## src/rtl/krte_pkg.sv

```systemverilog
// Shared types and codes for the keyed record table engine.
`default_nettype none

package krte_pkg;

	typedef enum logic [2:0] {
		KIND_CLEAR  = 3'd0,
		KIND_APPEND = 3'd1,
		KIND_LIST   = 3'd2,
		KIND_SEARCH = 3'd3,
		KIND_UPDATE = 3'd4,
		KIND_DELETE = 3'd5,
		KIND_INSERT = 3'd6,
		KIND_SORT   = 3'd7
	} kind_t;

	typedef enum logic [1:0] {
		STAT_OK        = 2'd0,
		STAT_NOT_FOUND = 2'd1,
		STAT_BAD_POS   = 2'd2,
		STAT_FULL      = 2'd3
	} status_t;

	typedef enum logic [4:0] {
		S_IDLE, S_DECODE, S_CLEAR, S_APPEND,
		S_CNT_CHK, S_CNT_CMP, S_EM_CHK, S_EM_CMP,
		S_UP_CHK, S_UP_CMP, S_DL_CHK, S_DL_CMP,
		S_IN_CHK, S_IN_CMP,
		S_SO_I, S_SO_LD, S_SO_J, S_SO_CMP,
		S_RESULT
	} state_t;

	typedef enum logic [4:0] {
		OP_NOP, OP_LOAD, OP_START, OP_CLEAR, OP_APPEND, OP_SET_ST,
		OP_RD_I, OP_COUNT, OP_REWIND, OP_EMIT_REC,
		OP_UPDATE, OP_HIT_ST, OP_DELETE, OP_DEL_END,
		OP_RD_INS, OP_MOVE_UP, OP_INS_PUT,
		OP_RD_SLOT, OP_LOAD_A, OP_PUT_A, OP_RD_J, OP_SWAP,
		OP_EMIT_ST
	} op_t;

	typedef struct packed {
		op_t     op;
		status_t status;
	} cmd_t;

	typedef struct packed {
		kind_t kind;
		logic  i_end;
		logic  j_end;
		logic  ins_done;
		logic  full;
		logic  bad_pos;
		logic  tot_zero;
		logic  match;
		logic  hit;
		logic  out_busy;
	} dp_stat_t;

endpackage

`default_nettype wire

```

## src/rtl/krte_ctrl.sv

```systemverilog
// Sequencer that walks each table operation and drives the datapath.
`default_nettype none

module krte_ctrl (
	input  wire                  clk,
	input  wire                  arst_n,
	input  wire                  in_valid,
	output logic                 in_ready,
	input  krte_pkg::dp_stat_t   stat,
	output krte_pkg::cmd_t       cmd
);

	krte_pkg::state_t state_q, state_nx;

	always_ff @(posedge clk or negedge arst_n) begin
		if (!arst_n) begin
			state_q <= krte_pkg::S_IDLE;
		end else begin
			state_q <= state_nx;
		end
	end

	// next state
	always_comb begin
		state_nx = state_q;
		unique case (state_q)
			krte_pkg::S_IDLE: if (in_valid) state_nx = krte_pkg::S_DECODE;
			krte_pkg::S_DECODE: begin
				unique case (stat.kind)
					krte_pkg::KIND_CLEAR: state_nx = krte_pkg::S_CLEAR;
					krte_pkg::KIND_APPEND:
						state_nx = stat.full ? krte_pkg::S_RESULT : krte_pkg::S_APPEND;
					krte_pkg::KIND_LIST, krte_pkg::KIND_SEARCH: state_nx = krte_pkg::S_CNT_CHK;
					krte_pkg::KIND_UPDATE: state_nx = krte_pkg::S_UP_CHK;
					krte_pkg::KIND_DELETE: state_nx = krte_pkg::S_DL_CHK;
					krte_pkg::KIND_INSERT:
						state_nx = (stat.bad_pos || stat.full) ? krte_pkg::S_RESULT
						                                       : krte_pkg::S_IN_CHK;
					default: state_nx = krte_pkg::S_SO_I;
				endcase
			end
			krte_pkg::S_CLEAR, krte_pkg::S_APPEND: state_nx = krte_pkg::S_RESULT;
			krte_pkg::S_CNT_CHK:
				state_nx = stat.i_end ? krte_pkg::S_EM_CHK : krte_pkg::S_CNT_CMP;
			krte_pkg::S_CNT_CMP: state_nx = krte_pkg::S_CNT_CHK;
			krte_pkg::S_EM_CHK: begin
				if (stat.tot_zero) state_nx = krte_pkg::S_RESULT;
				else if (stat.i_end) state_nx = krte_pkg::S_IDLE;
				else state_nx = krte_pkg::S_EM_CMP;
			end
			krte_pkg::S_EM_CMP:
				if (!(stat.match && stat.out_busy)) state_nx = krte_pkg::S_EM_CHK;
			krte_pkg::S_UP_CHK:
				state_nx = stat.i_end ? krte_pkg::S_RESULT : krte_pkg::S_UP_CMP;
			krte_pkg::S_UP_CMP: state_nx = krte_pkg::S_UP_CHK;
			krte_pkg::S_DL_CHK:
				state_nx = stat.i_end ? krte_pkg::S_RESULT : krte_pkg::S_DL_CMP;
			krte_pkg::S_DL_CMP: state_nx = krte_pkg::S_DL_CHK;
			krte_pkg::S_IN_CHK:
				state_nx = stat.ins_done ? krte_pkg::S_RESULT : krte_pkg::S_IN_CMP;
			krte_pkg::S_IN_CMP: state_nx = krte_pkg::S_IN_CHK;
			krte_pkg::S_SO_I:
				state_nx = stat.i_end ? krte_pkg::S_RESULT : krte_pkg::S_SO_LD;
			krte_pkg::S_SO_LD: state_nx = krte_pkg::S_SO_J;
			krte_pkg::S_SO_J:
				state_nx = stat.j_end ? krte_pkg::S_SO_I : krte_pkg::S_SO_CMP;
			krte_pkg::S_SO_CMP: state_nx = krte_pkg::S_SO_J;
			krte_pkg::S_RESULT: if (!stat.out_busy) state_nx = krte_pkg::S_IDLE;
			default: state_nx = krte_pkg::S_IDLE;
		endcase
	end

	// outputs
	always_comb begin
		cmd.op     = krte_pkg::OP_NOP;
		cmd.status = krte_pkg::STAT_OK;
		in_ready   = 1'b0;
		unique case (state_q)
			krte_pkg::S_IDLE: begin
				in_ready = 1'b1;
				if (in_valid) cmd.op = krte_pkg::OP_LOAD;
			end
			krte_pkg::S_DECODE: begin
				cmd.op = krte_pkg::OP_START;
				if (stat.kind == krte_pkg::KIND_INSERT && stat.bad_pos)
					cmd.status = krte_pkg::STAT_BAD_POS;
				else if ((stat.kind == krte_pkg::KIND_INSERT ||
				          stat.kind == krte_pkg::KIND_APPEND) && stat.full)
					cmd.status = krte_pkg::STAT_FULL;
			end
			krte_pkg::S_CLEAR:  cmd.op = krte_pkg::OP_CLEAR;
			krte_pkg::S_APPEND: cmd.op = krte_pkg::OP_APPEND;
			krte_pkg::S_CNT_CHK:
				cmd.op = stat.i_end ? krte_pkg::OP_REWIND : krte_pkg::OP_RD_I;
			krte_pkg::S_CNT_CMP: cmd.op = krte_pkg::OP_COUNT;
			krte_pkg::S_EM_CHK: begin
				if (stat.tot_zero) begin
					cmd.op     = krte_pkg::OP_SET_ST;
					cmd.status = (stat.kind == krte_pkg::KIND_LIST) ? krte_pkg::STAT_OK
					                                               : krte_pkg::STAT_NOT_FOUND;
				end else if (!stat.i_end) begin
					cmd.op = krte_pkg::OP_RD_I;
				end
			end
			krte_pkg::S_EM_CMP:
				if (stat.match && !stat.out_busy) cmd.op = krte_pkg::OP_EMIT_REC;
			krte_pkg::S_UP_CHK:
				cmd.op = stat.i_end ? krte_pkg::OP_HIT_ST : krte_pkg::OP_RD_I;
			krte_pkg::S_UP_CMP: cmd.op = krte_pkg::OP_UPDATE;
			krte_pkg::S_DL_CHK:
				cmd.op = stat.i_end ? krte_pkg::OP_DEL_END : krte_pkg::OP_RD_I;
			krte_pkg::S_DL_CMP: cmd.op = krte_pkg::OP_DELETE;
			krte_pkg::S_IN_CHK:
				cmd.op = stat.ins_done ? krte_pkg::OP_INS_PUT : krte_pkg::OP_RD_INS;
			krte_pkg::S_IN_CMP: cmd.op = krte_pkg::OP_MOVE_UP;
			krte_pkg::S_SO_I: if (!stat.i_end) cmd.op = krte_pkg::OP_RD_SLOT;
			krte_pkg::S_SO_LD: cmd.op = krte_pkg::OP_LOAD_A;
			krte_pkg::S_SO_J:
				cmd.op = stat.j_end ? krte_pkg::OP_PUT_A : krte_pkg::OP_RD_J;
			krte_pkg::S_SO_CMP: cmd.op = krte_pkg::OP_SWAP;
			krte_pkg::S_RESULT: if (!stat.out_busy) cmd.op = krte_pkg::OP_EMIT_ST;
			default: cmd.op = krte_pkg::OP_NOP;
		endcase
	end

endmodule

`default_nettype wire

```

## src/rtl/krte_dp.sv

```systemverilog
// Record memory, walk counters, sort holding register and output register.
`default_nettype none

module krte_dp #(
	parameter int TABLE_DEPTH  = 16,
	parameter int PAYLOAD_BITS = 32
) (
	input  wire                  clk,
	input  wire                  arst_n,
	input  krte_pkg::cmd_t       cmd,
	output krte_pkg::dp_stat_t   stat,
	input  wire  [2:0]           kind,
	input  wire  signed [31:0]   record_key,
	input  wire  [31:0]          record_payload,
	input  wire  [4:0]           position,
	output logic                 out_valid,
	input  wire                  out_ready,
	output logic signed [31:0]   entry_key,
	output logic [31:0]          entry_payload,
	output logic [1:0]           status,
	output logic                 has_entry,
	output logic [4:0]           entry_count,
	output logic                 last
);

	localparam int AW = (TABLE_DEPTH > 1) ? $clog2(TABLE_DEPTH) : 1;
	localparam int CW = $clog2(TABLE_DEPTH + 1);
	localparam int PW = (CW > 5) ? CW : 5;

	logic [31:0]             key_mem [TABLE_DEPTH];
	logic [PAYLOAD_BITS-1:0] pay_mem [TABLE_DEPTH];

	krte_pkg::kind_t         kind_q;
	logic [31:0]             key_q;
	logic [PAYLOAD_BITS-1:0] pay_q;
	logic [4:0]              pos_q;
	logic [CW-1:0]           count_q, i_q, j_q, tot_q;
	logic                    hit_q;
	krte_pkg::status_t       status_q;
	logic [AW-1:0]           rd_addr_q;
	logic [31:0]             rkey_q;
	logic [PAYLOAD_BITS-1:0] rpay_q;
	logic [31:0]             a_key_q;
	logic [PAYLOAD_BITS-1:0] a_pay_q;

	logic                    we, rd_en;
	logic [AW-1:0]           waddr, raddr;
	logic [31:0]             wkey;
	logic [PAYLOAD_BITS-1:0] wpay;
	logic                    match, greater, out_busy;
	logic [CW-1:0]           pos_c;

	assign pos_c    = CW'(pos_q);
	assign match    = (kind_q == krte_pkg::KIND_LIST) || (rkey_q == key_q);
	assign greater  = $signed(a_key_q) > $signed(rkey_q);
	assign out_busy = out_valid && !out_ready;

	always_comb begin
		stat.kind     = kind_q;
		stat.i_end    = (i_q == count_q);
		stat.j_end    = (j_q == count_q);
		stat.ins_done = (i_q == (count_q - pos_c));
		stat.full     = (count_q == CW'(TABLE_DEPTH));
		stat.bad_pos  = (PW'(pos_q) > PW'(count_q));
		stat.tot_zero = (tot_q == '0);
		stat.match    = match;
		stat.hit      = hit_q;
		stat.out_busy = out_busy;
	end

	// memory port selection
	always_comb begin
		we    = 1'b0;
		waddr = AW'(i_q);
		wkey  = key_q;
		wpay  = pay_q;
		rd_en = 1'b0;
		raddr = AW'(i_q);
		case (cmd.op)
			krte_pkg::OP_APPEND: begin
				we    = 1'b1;
				waddr = AW'(count_q);
			end
			krte_pkg::OP_INS_PUT: begin
				we    = 1'b1;
				waddr = AW'(pos_q);
			end
			krte_pkg::OP_UPDATE: begin
				we    = match;
				waddr = rd_addr_q;
				wkey  = rkey_q;
			end
			krte_pkg::OP_DELETE: begin
				we    = !match;
				waddr = AW'(j_q);
				wkey  = rkey_q;
				wpay  = rpay_q;
			end
			krte_pkg::OP_MOVE_UP: begin
				we    = 1'b1;
				waddr = rd_addr_q + AW'(1);
				wkey  = rkey_q;
				wpay  = rpay_q;
			end
			krte_pkg::OP_PUT_A: begin
				we    = 1'b1;
				wkey  = a_key_q;
				wpay  = a_pay_q;
			end
			krte_pkg::OP_SWAP: begin
				we    = greater;
				waddr = rd_addr_q;
				wkey  = a_key_q;
				wpay  = a_pay_q;
			end
			krte_pkg::OP_RD_I, krte_pkg::OP_RD_SLOT: rd_en = 1'b1;
			krte_pkg::OP_RD_J: begin
				rd_en = 1'b1;
				raddr = AW'(j_q);
			end
			krte_pkg::OP_RD_INS: begin
				rd_en = 1'b1;
				raddr = AW'(count_q - i_q - CW'(1));
			end
			default: ;
		endcase
	end

	always_ff @(posedge clk) begin
		if (we) begin
			key_mem[waddr] <= wkey;
			pay_mem[waddr] <= wpay;
		end
		if (rd_en) begin
			rkey_q    <= key_mem[raddr];
			rpay_q    <= pay_mem[raddr];
			rd_addr_q <= raddr;
		end
	end

	// payload registers
	always_ff @(posedge clk) begin
		case (cmd.op)
			krte_pkg::OP_LOAD: begin
				kind_q <= krte_pkg::kind_t'(kind);
				key_q  <= record_key;
				pay_q  <= PAYLOAD_BITS'(record_payload);
				pos_q  <= position;
			end
			krte_pkg::OP_LOAD_A: begin
				a_key_q <= rkey_q;
				a_pay_q <= rpay_q;
			end
			krte_pkg::OP_SWAP: begin
				if (greater) begin
					a_key_q <= rkey_q;
					a_pay_q <= rpay_q;
				end
			end
			default: ;
		endcase
	end

	// walk control and table count
	always_ff @(posedge clk or negedge arst_n) begin
		if (!arst_n) begin
			count_q  <= '0;
			i_q      <= '0;
			j_q      <= '0;
			tot_q    <= '0;
			hit_q    <= 1'b0;
			status_q <= krte_pkg::STAT_OK;
		end else begin
			case (cmd.op)
				krte_pkg::OP_START: begin
					i_q      <= '0;
					j_q      <= '0;
					tot_q    <= '0;
					hit_q    <= 1'b0;
					status_q <= cmd.status;
				end
				krte_pkg::OP_CLEAR: count_q <= '0;
				krte_pkg::OP_APPEND, krte_pkg::OP_INS_PUT: count_q <= count_q + CW'(1);
				krte_pkg::OP_SET_ST: status_q <= cmd.status;
				krte_pkg::OP_RD_I, krte_pkg::OP_RD_INS, krte_pkg::OP_PUT_A: i_q <= i_q + CW'(1);
				krte_pkg::OP_COUNT: if (match) tot_q <= tot_q + CW'(1);
				krte_pkg::OP_REWIND: i_q <= '0;
				krte_pkg::OP_EMIT_REC: j_q <= j_q + CW'(1);
				krte_pkg::OP_UPDATE: if (match) hit_q <= 1'b1;
				krte_pkg::OP_HIT_ST:
					status_q <= hit_q ? krte_pkg::STAT_OK : krte_pkg::STAT_NOT_FOUND;
				krte_pkg::OP_DELETE: begin
					if (match) hit_q <= 1'b1;
					else j_q <= j_q + CW'(1);
				end
				krte_pkg::OP_DEL_END: begin
					count_q  <= j_q;
					status_q <= hit_q ? krte_pkg::STAT_OK : krte_pkg::STAT_NOT_FOUND;
				end
				krte_pkg::OP_RD_SLOT: j_q <= i_q + CW'(1);
				krte_pkg::OP_RD_J: j_q <= j_q + CW'(1);
				default: ;
			endcase
		end
	end

	// output register
	always_ff @(posedge clk or negedge arst_n) begin
		if (!arst_n) begin
			out_valid <= 1'b0;
		end else if (cmd.op == krte_pkg::OP_EMIT_REC || cmd.op == krte_pkg::OP_EMIT_ST) begin
			out_valid <= 1'b1;
		end else if (out_ready) begin
			out_valid <= 1'b0;
		end
	end

	always_ff @(posedge clk) begin
		if (cmd.op == krte_pkg::OP_EMIT_REC) begin
			entry_key     <= rkey_q;
			entry_payload <= 32'(rpay_q);
			status        <= krte_pkg::STAT_OK;
			has_entry     <= 1'b1;
			entry_count   <= 5'(count_q);
			last          <= ((j_q + CW'(1)) == tot_q);
		end else if (cmd.op == krte_pkg::OP_EMIT_ST) begin
			entry_key     <= '0;
			entry_payload <= '0;
			status        <= status_q;
			has_entry     <= 1'b0;
			entry_count   <= 5'(count_q);
			last          <= 1'b1;
		end
	end

	a_count_range: assert property (@(posedge clk) disable iff (!arst_n)
		count_q <= CW'(TABLE_DEPTH))
		else $error("record count above table depth");

	a_emit_free: assert property (@(posedge clk) disable iff (!arst_n)
		(cmd.op == krte_pkg::OP_EMIT_REC || cmd.op == krte_pkg::OP_EMIT_ST) |-> !out_busy)
		else $error("result overwritten while stalled");

	a_clear_zero: assert property (@(posedge clk) disable iff (!arst_n)
		cmd.op == krte_pkg::OP_CLEAR |=> count_q == '0)
		else $error("clear left records behind");

	a_emit_in_range: assert property (@(posedge clk) disable iff (!arst_n)
		cmd.op == krte_pkg::OP_EMIT_REC |-> j_q < tot_q)
		else $error("more records emitted than counted");

endmodule

`default_nettype wire

```

## src/rtl/keyed_record_table_engine_top.sv

```systemverilog
// Top level of the keyed record table engine: stream ports, sequencer and datapath.
`default_nettype none

// One item is in work at a time; the next transfer is taken once the sequencer is idle, and
// result transfers wait while the output is stalled. Reset (arst_n low) empties the table
// and drops any pending result; memory is not cleared.
module keyed_record_table_engine_top #(
	parameter int TABLE_DEPTH  = 16,
	parameter int PAYLOAD_BITS = 32
) (
	input  wire         clk,
	input  wire         arst_n,
	input  wire         s_axis_tvalid,
	output logic        s_axis_tready,
	// tdata: record_key[31:0], record_payload[63:32], position[68:64], zero pad
	input  wire  [71:0] s_axis_tdata,
	// tuser: kind[2:0]
	input  wire  [2:0]  s_axis_tuser,
	output logic        m_axis_tvalid,
	input  wire         m_axis_tready,
	// tdata: entry_key[31:0], entry_payload[63:32], entry_count[68:64], zero pad
	output logic [71:0] m_axis_tdata,
	// tuser: status[1:0], has_entry[2]
	output logic [2:0]  m_axis_tuser,
	output logic        m_axis_tlast
);

	krte_pkg::cmd_t     cmd;
	krte_pkg::dp_stat_t stat;

	logic signed [31:0] entry_key;
	logic [31:0]        entry_payload;
	logic [1:0]         status;
	logic               has_entry;
	logic [4:0]         entry_count;

	// sequencer: one state per step of each table walk
	krte_ctrl u_ctrl (
		.clk      (clk),
		.arst_n   (arst_n),
		.in_valid (s_axis_tvalid),
		.in_ready (s_axis_tready),
		.stat     (stat),
		.cmd      (cmd)
	);

	// datapath: hold the records, walk counters and the result register
	krte_dp #(
		.TABLE_DEPTH  (TABLE_DEPTH),
		.PAYLOAD_BITS (PAYLOAD_BITS)
	) u_dp (
		.clk            (clk),
		.arst_n         (arst_n),
		.cmd            (cmd),
		.stat           (stat),
		.kind           (s_axis_tuser),
		.record_key     (s_axis_tdata[31:0]),
		.record_payload (s_axis_tdata[63:32]),
		.position       (s_axis_tdata[68:64]),
		.out_valid      (m_axis_tvalid),
		.out_ready      (m_axis_tready),
		.entry_key      (entry_key),
		.entry_payload  (entry_payload),
		.status         (status),
		.has_entry      (has_entry),
		.entry_count    (entry_count),
		.last           (m_axis_tlast)
	);

	// pack the result transfer
	assign m_axis_tdata = {3'b000, entry_count, entry_payload, entry_key};
	assign m_axis_tuser = {has_entry, status};

endmodule

`default_nettype wire

```

## config.mk

```make
export PLATFORM = sky130hd
export DESIGN_NAME = keyed_record_table_engine_top
export DESIGN_NICKNAME = d
export VERILOG_FILES = /design/src/rtl/krte_pkg.sv /design/src/rtl/krte_ctrl.sv /design/src/rtl/krte_dp.sv /design/src/rtl/keyed_record_table_engine_top.sv
export SDC_FILE = /design/constraint.sdc
export NUM_CORES = 2
export LEC_CHECK = 0
export BUFFER_PORTS_ARGS = -buffer_cell sky130_fd_sc_hd__buf_2
export CORE_MARGIN = 4
export CORE_UTILIZATION = 56
export DETAILED_ROUTE_END_ITERATION = 8
export GPL_TIMING_DRIVEN = 0
export PLACE_DENSITY = 0.78
export SYNTH_ARGS = -nofsm -noshare
export SYNTH_HDL_FRONTEND = slang
export SYNTH_SLANG_ARGS = --single-unit
```

## constraint.sdc

```tcl
create_clock -name clk -period 8.2 [get_ports clk]
set_clock_uncertainty 0.1 [all_clocks]
set_input_delay 1.64 -clock clk [delete_from_list [all_inputs] [get_ports clk]]
set_output_delay 1.64 -clock clk [all_outputs]
set_load 0.005 [all_outputs]
```

# [Yosys cells after proc, flatten, opt, wreduce, memory -nomap -nowiden]
# Memory sizes are Yosys's and may differ from the RTL's. A register that Yosys moved wholly into a read port is not among the register bits.
# Cells that the tools add are included.
# Widths: inputs -> output; s select.
[word_totals] regBits=242 ramBits=1024 inputBits=79 out_inout_bits=78 word_cells=201 memories=2
[mem_list] name="u_dp.key_mem" words=16 width=32 rd=1 rd_ports_with_merged_regs=1 wr=1 line_no="krte_dp.sv:30" source="logic [31:0] key_mem [TABLE_DEPTH];"
[mem_list] name="u_dp.pay_mem" words=16 width=32 rd=1 rd_ports_with_merged_regs=1 wr=1 line_no="krte_dp.sv:31" source="logic [PAYLOAD_BITS-1:0] pay_mem [TABLE_DEPTH];"
[classes] addsub=8 n_lt_le_gt_ge=2 n_eq_ne=59 mux=64 n_reduce_logical=45
[op_table] operator="$pmux 32 s2" n=4
[op_table] operator="$mux 32" n=5
[op_table] operator="$pmux 5 s19" n=1
[op_table] operator="$mux 5" n=18
[op_table] operator="$pmux 5 s17" n=1
[op_table] operator="$eq 5x4->1 const B" n=16
[op_table] operator="$eq 5x5->1 const B" n=11
[op_table] operator="$eq 5x3->1 const B" n=8
[op_table] operator="$eq 32x32->1" n=1
[op_table] operator="$gt 32x32->1" n=1
[op_table] operator="$pmux 5 s6" n=1
[op_table] operator="$reduce_or 2->1" n=12
[op_table] operator="$add 5x1->5 const B" n=4
[op_table] operator="$eq 5x2->1 const B" n=4
[op_table] operator="$eq 5x5->1" n=4
[op_table] operator="$pmux 4 s5" n=1
[op_table] operator="$pmux 5 s2" n=2
[op_table] operator="$pmux 5 s4" n=1
[op_table] operator="$mux 4" n=4
[op_table] operator="$pmux 5 s3" n=1
[op_table] operator="$reduce_bool 2->1" n=7
[op_table] operator="$mux 1" n=12
[op_table] operator="$mux 3" n=4
[op_table] operator="$eq 5x1->1 const B" n=2
[op_table] operator="26 further kinds" n=53

# [Depth between registers and ports, before layout]
[depth] word_depth=11 mapped_depth=16 mapped_depth_nobuf=13

# [Cells and area by module]
# Synthesis repeated with hierarchy kept, for this count alone.
[unflattened] cells_unflattened=3942 hier_area_um2=54436.0
[modules_own_cells] module="krte_dp" n_inst=1 cells_per_inst=3790 area_per_inst_um2=53376.2
[modules_own_cells] module="krte_ctrl" n_inst=1 cells_per_inst=147 area_per_inst_um2=1026.0
[modules_own_cells] module="keyed_record_table_engine_top" n_inst=1 cells_per_inst=5 area_per_inst_um2=33.8

# [Least setup slack after synthesis]
# OpenSTA, ideal clock, no wires.
[synth_path] path_kind="register to register" start="register u_dp.count_q[0]" end="memory u_dp.key_mem[9][0], enable pin" arrival_time_ns=7.134 required_time_ns=7.535 setup_slack_ns=0.401 stages_incl_launch_ff=13 synth_period_minus_slack_ns=7.799 path_cell_list="dfrtp_1 inv_1 ha_1 fa_1 xnor2_1 nor3_2 o2111ai_1 o22a_1 o21ai_0 buf_2 mux2i_1 nand2_1 nor3_1"
[synth_between] elab_chain_len=9 elab_cells_between_ends=26 classes_between="add/sub: 1; eq/ne: 10; mux: 13; reduce/logical: 2"
[synth_rtl] item="from (decl)" line_no="krte_dp.sv:37" source="logic [CW-1:0] count_q, i_q, j_q, tot_q;"
[synth_rtl] item="from (signal assigned)" line_no="krte_dp.sv:183" source="krte_pkg::OP_APPEND, krte_pkg::OP_INS_PUT: count_q <= count_q + CW'(1);"
[synth_rtl] item="from (signal assigned)" line_no="krte_dp.sv:197" source="count_q <= j_q;"
[synth_rtl] item="$sub 5x5->5 or $eq 5x5->1 (tied branches)" line_no="krte_dp.sv:62, krte_dp.sv:60"
[synth_rtl] item="$eq 5x5->1 or $mux 3 (tied branches)" line_no="krte_dp.sv:62, krte_ctrl.sv:101"
[synth_rtl] item="$mux 5 or $mux 3 (tied branches)" line_no="krte_ctrl.sv:114, krte_ctrl.sv:97"
[synth_rtl] item="$pmux 5 s19" line_no="krte_ctrl.sv:78" source="unique case (state_q)"
[synth_rtl] item="$eq 5x4->1 (tied with other cells)" line_no="krte_dp.sv:79" source="case (cmd.op)"
[synth_rtl] item="$reduce_or 4->1 (no source line)"
[synth_rtl] item="$pmux 1 s4" line_no="krte_dp.sv:79"
[synth_rtl] item="$mux 1" line_no="krte_dp.sv:130" source="if (we) begin"
[synth_rtl] item="$mux 1 (not written as such)" line_no="krte_dp.sv:131" source="key_mem[waddr] <= wkey;"
[synth_rtl] item="to (decl)" line_no="krte_dp.sv:30"
# Several ways; a longest one is shown, not always the timed one.

# [Final worst setup path]
[layout_path] start="register u_dp.count_q[2]" end="memory u_dp.pay_mem[8][30], data pin"
[layout_between] elab_chain_len=7 elab_cells_between_ends=20 classes_between="add/sub: 1; eq/ne: 7; mux: 10; reduce/logical: 2"
[layout_rtl] item="$sub 5x5->5 or $eq 5x5->1 (tied branches)" line_no="krte_dp.sv:62, krte_dp.sv:60"
[layout_rtl] item="$eq 5x5->1 or $mux 3 (tied branches)" line_no="krte_dp.sv:62, krte_ctrl.sv:101"
[layout_rtl] item="$mux 5 or $mux 3 (tied branches)" line_no="krte_ctrl.sv:114, krte_ctrl.sv:97"
[layout_rtl] item="$pmux 5 s19 (*)" line_no="krte_ctrl.sv:78"
[layout_rtl] item="$eq 5x5->1 or $eq 5x4->1 (tied branches)" line_no="krte_dp.sv:79"
[layout_rtl] item="$reduce_or 2->1 (no source line)"
[layout_rtl] item="$pmux 32 s2 (*)" line_no="krte_dp.sv:79"
[layout_rtl] item="named net u_dp.wpay[30]" line_no="krte_dp.sv:49" source="logic [PAYLOAD_BITS-1:0] wpay;"
[layout_rtl] item="to (decl)" line_no="krte_dp.sv:31"
# The timed path passes the listed nets; every way through them passes the cells marked *.

==> flow_summary.ini <==
[status]
outcome = finished clean

[floorplan]
ios = 157
die_x_um = 318
rows = 113
coreArea_sq_mm = 0.0952
die_area_sq_mm = 0.101
start_util_pct = 56.5
die_h_um = 318

[global_routing]
grt_max_degree = 44
antenna_found_initial = 3
grt_pass1_wl_um = 230000
grt.total_usage_pct = 30.5
grt-ovfl-total = 0
grt_pass1_vias = 35900

[yosys]
synth_top_family_by_area = compound AO/OA/AOI/OAI gates
synth_top_area_share_pct = 72.5
synth_flop_cell = edfxtp_1
synth.distinct_cells = 75
async_flop_share_pct = 2.18
synth-compound-area-share_pct = 11.5
synth_edf_count = 1298
synthAdderAreaFrac_pct = 1.19
synth-xor-area-share_pct = 1.02
synthSimpleGateAreaFrac_pct = 9.70
synth_seq_cells = 1330
yosys_warnings = 0
netlist_area_sq_mm = 0.0538
syn_inst = 4035
synth.largest_area_cell = edfxtp_1
ys_seq_area_share_pct = 73.9
yosys-top-cells-area = edfxtp_1 (72%), nand2_1 (7.2%), a21oi_1 (5.6%)
synthMuxAreaShare_pct = 0.151
synth.avg_cell_area_sq_um = 13.3

[sta]
holdWs_ns = 0.361
relSlewSlack_pct = 8.52
fmax_mhz = 170
finalHoldViolCount = 0
rsz0062_at_grt = no
finalSetupViolCount = 0
drv_slew = 0
finalCritPeriodShare_pct = 71.7
worstMarginPinSlew_ns = 1.37
min_period_ns = 5.88

[worst_setup_path]
arrival_ns = 6.23
setup.worst_path.end_class = flip-flop
reg2regPathDepth = 9
path_class = flip-flop to flip-flop
required_ns = 8.55
path_max_fanout = 16
start_kind = flip-flop

[clocking]
cts_resized = 0
cts_max_path_buffers = 3
cts_buffers = 135
cts_sinks = 1330
clk_latency_ns = 0.76
root_buffer = clkbuf_16
cts_hold_buf = 0
post_cts.repair.setup_buffers = 0
htreeDepth = 4
clk_pin_slew_ns = 0.06
cts_tree = built

[min_path]
hp-class = flip-flop to flip-flop
hold_path_depth = 1

[cells_and_area]
area_delta_synth_final_pct = 15.5
drive_above_1_share_pct = 13.8
num-nets-final = 4577
utilization_pct = 65.3
diodes = 0

[route]
drc_errors = 0
wl_per_cell_um = 27.1
dr.pass1.iters = 6
ant_nets = 0
via_per_inst = 6.38
routed_wl_um = 158000
first_iter_violations = 5502
via_count = 37100

[flow_run]
drv_cap = 0

[place]
numPortBuffers = 150
dp_hpwl_um = 109000
finalWeightedCongestion = 0.907

[power_and_ir_drop]
p_leak_nw = 20.9
pwr_density_cell_mw_per_mm2 = 216
vdd.ir_drop.worst_uv = 179
==> layout by cell type, fill, tap and decap left out, types with 13 or more instances in the layout <==
| cell | netlist | final |
|---|---|---|
| ha_1 | 48 | 48 |
| clkbuf_1 | 113 | 127 |
| buf_6 | 0 | 99 |
| nand3_1 | 25 | 24 |
| and2_1 | 68 | 68 |
| o21ai_0 | 34 | 33 |
| a22o_1 | 22 | 22 |
| clkbuf_16 | 0 | 137 |
| edfxtp_1 | 1298 | 1298 |
| nand4_1 | 22 | 22 |
| nand2_1 | 1033 | 1033 |
| a32oi_1 | 64 | 64 |
| nor3_2 | 2 | 18 |
| inv_1 | 58 | 57 |
| a22oi_1 | 128 | 128 |
| buf_8 | 0 | 14 |
| a21oi_1 | 607 | 607 |
| clkinv_1 | 0 | 37 |
| o211ai_1 | 27 | 27 |
| xnor2_1 | 52 | 52 |
| clkinv_2 | 1 | 21 |
| o311ai_1 | 45 | 45 |
| nor2_1 | 44 | 44 |
| buf_4 | 8 | 13 |
| buf_2 | 119 | 269 |
| dfrtp_1 | 29 | 29 |
==> layout make-up <==
| class | instances | area (sq um) |
|---|---|---|
| Fill cell | 6483 | 33000 |
| Inverter | 60 | 229 |
| Timing Repair Buffer | 274 | 2270 |
| Clock buffer | 152 | 3480 |
| Multi-Input combinational cell | 2397 | 12800 |
| Sequential cell | 1330 | 39800 |
| Buffer | 250 | 1120 |
| Clock inverter | 89 | 867 |
| Tap cell | 1265 | 1580 |
==> cells by family (layout without fill, tap and decap cells) <==
family          count (synthesis)  count (layout)
other cells                     1               3
flops                        1330            1330
fa+ha+maj                      50              50
simple gates                 1268            1268
xor+xnor                       61              61
buf+inv                       310             825
compound gates               1007            1007
mux                             8               8
==> worst paths after layout <==
check	start	endpoint	slack, ns
worst max-delay path	u_dp.count_q[2]	u_dp.pay_mem[8][30]	2.32
worst min-delay path	u_dp.hit_q	u_dp.status_q[0]	0.36
worst max register to register	u_dp.count_q[2]	u_dp.pay_mem[8][30]	2.32
worst min register to register	u_dp.hit_q	u_dp.status_q[0]	0.36
max in group asynchronous	arst_n	u_dp.i_q[0]	6.71
min in group asynchronous	arst_n	u_dp.tot_q[2]	0.83
==> worst max-delay path, cell delays in order, from the launching register on <==
cell and delay [ns]:
dfrtp_1 0.47, clkbuf_1 0.33, xnor2_1 0.16, nand3_1 0.13, nor4_1 0.90, nand2b_1 0.54
clkbuf_1 1.03, clkbuf_1 1.08, a22oi_1 0.24, nand2_1 0.57
==> registers in the layout (all words and copies together) (netlist names), 5 cells and up <==
name	count
u_dp.entry_count	5
u_ctrl.state_q	5
u_dp.a_key_q	32
u_dp.rpay_q	32
u_dp.key_q	32
u_dp.tot_q	5
u_dp.i_q	5
u_dp.rkey_q	32
u_dp.entry_key	32
u_dp.count_q	5
u_dp.a_pay_q	32
u_dp.entry_payload	32
u_dp.pos_c	5
u_dp.j_q	5
u_dp.pay_mem	512
u_dp.key_mem	512
u_dp.pay_q	32
==> per-layer routing <==
layer / up-vias / GRT usage (%) / part of all wire [%]
li1: 15800 / - / -
met1: 18000 / 40.7 / 36
met2: 2856 / 48.1 / 46
met3: 451 / 6.71 / 13
met4: 4 / 15.1 / 5.3
met5: - / 0 / 0.017
==> power breakdown <==
part	leakage (nW)	switching, mW	internal (mW)	total (mW)
registers	12.0	0.0000000000000000167	7.35	7.35
clock network	2.11	2.62	3.46	6.07
logic	6.77	0.00937	0.0133	0.0227
==> synth_stat cells, types with 6 or more instances <==
cell         n
edfxtp_1  1298
buf_1        8
clkbuf_1   113
o21ai_0     34
dfrtp_1     29
o311ai_1    45
and2_1      68
ha_1        48
buf_4        8
o311ai_0     7
inv_1       58
xnor2_1     52
nor2_1      44
nor3_1      28
a22o_1      22
a21o_1      12
nor4_1       7
nand2_1   1033
a22oi_1    128
o211ai_1    27
a32oi_1     64
nand2b_1     8
o21a_1      12
a21oi_1    607
a211oi_1     6
nand3_1     25
buf_2      119
mux2i_1      7
nand4_1     22
nor2b_1      7
xor2_1       8
==> metrics by stage <==
step,area [sq um],setup TNS [ns],power [mW],worst slack [ns],instances
4_1_cts,62100,0,13.5,2.43,5816
3_3_place_gp,56100,-4534.73,7.51,-4.76,5452
5_1_grt,62100,0,13.8,2.10,5817
3_5_place_dp,57700,0,7.51,2.49,5575
2_1_floorplan,53800,0,7.49,0.401,4037
6_report,62100,0,13.4,2.32,5817
Power figures use the tool's default switching activity.
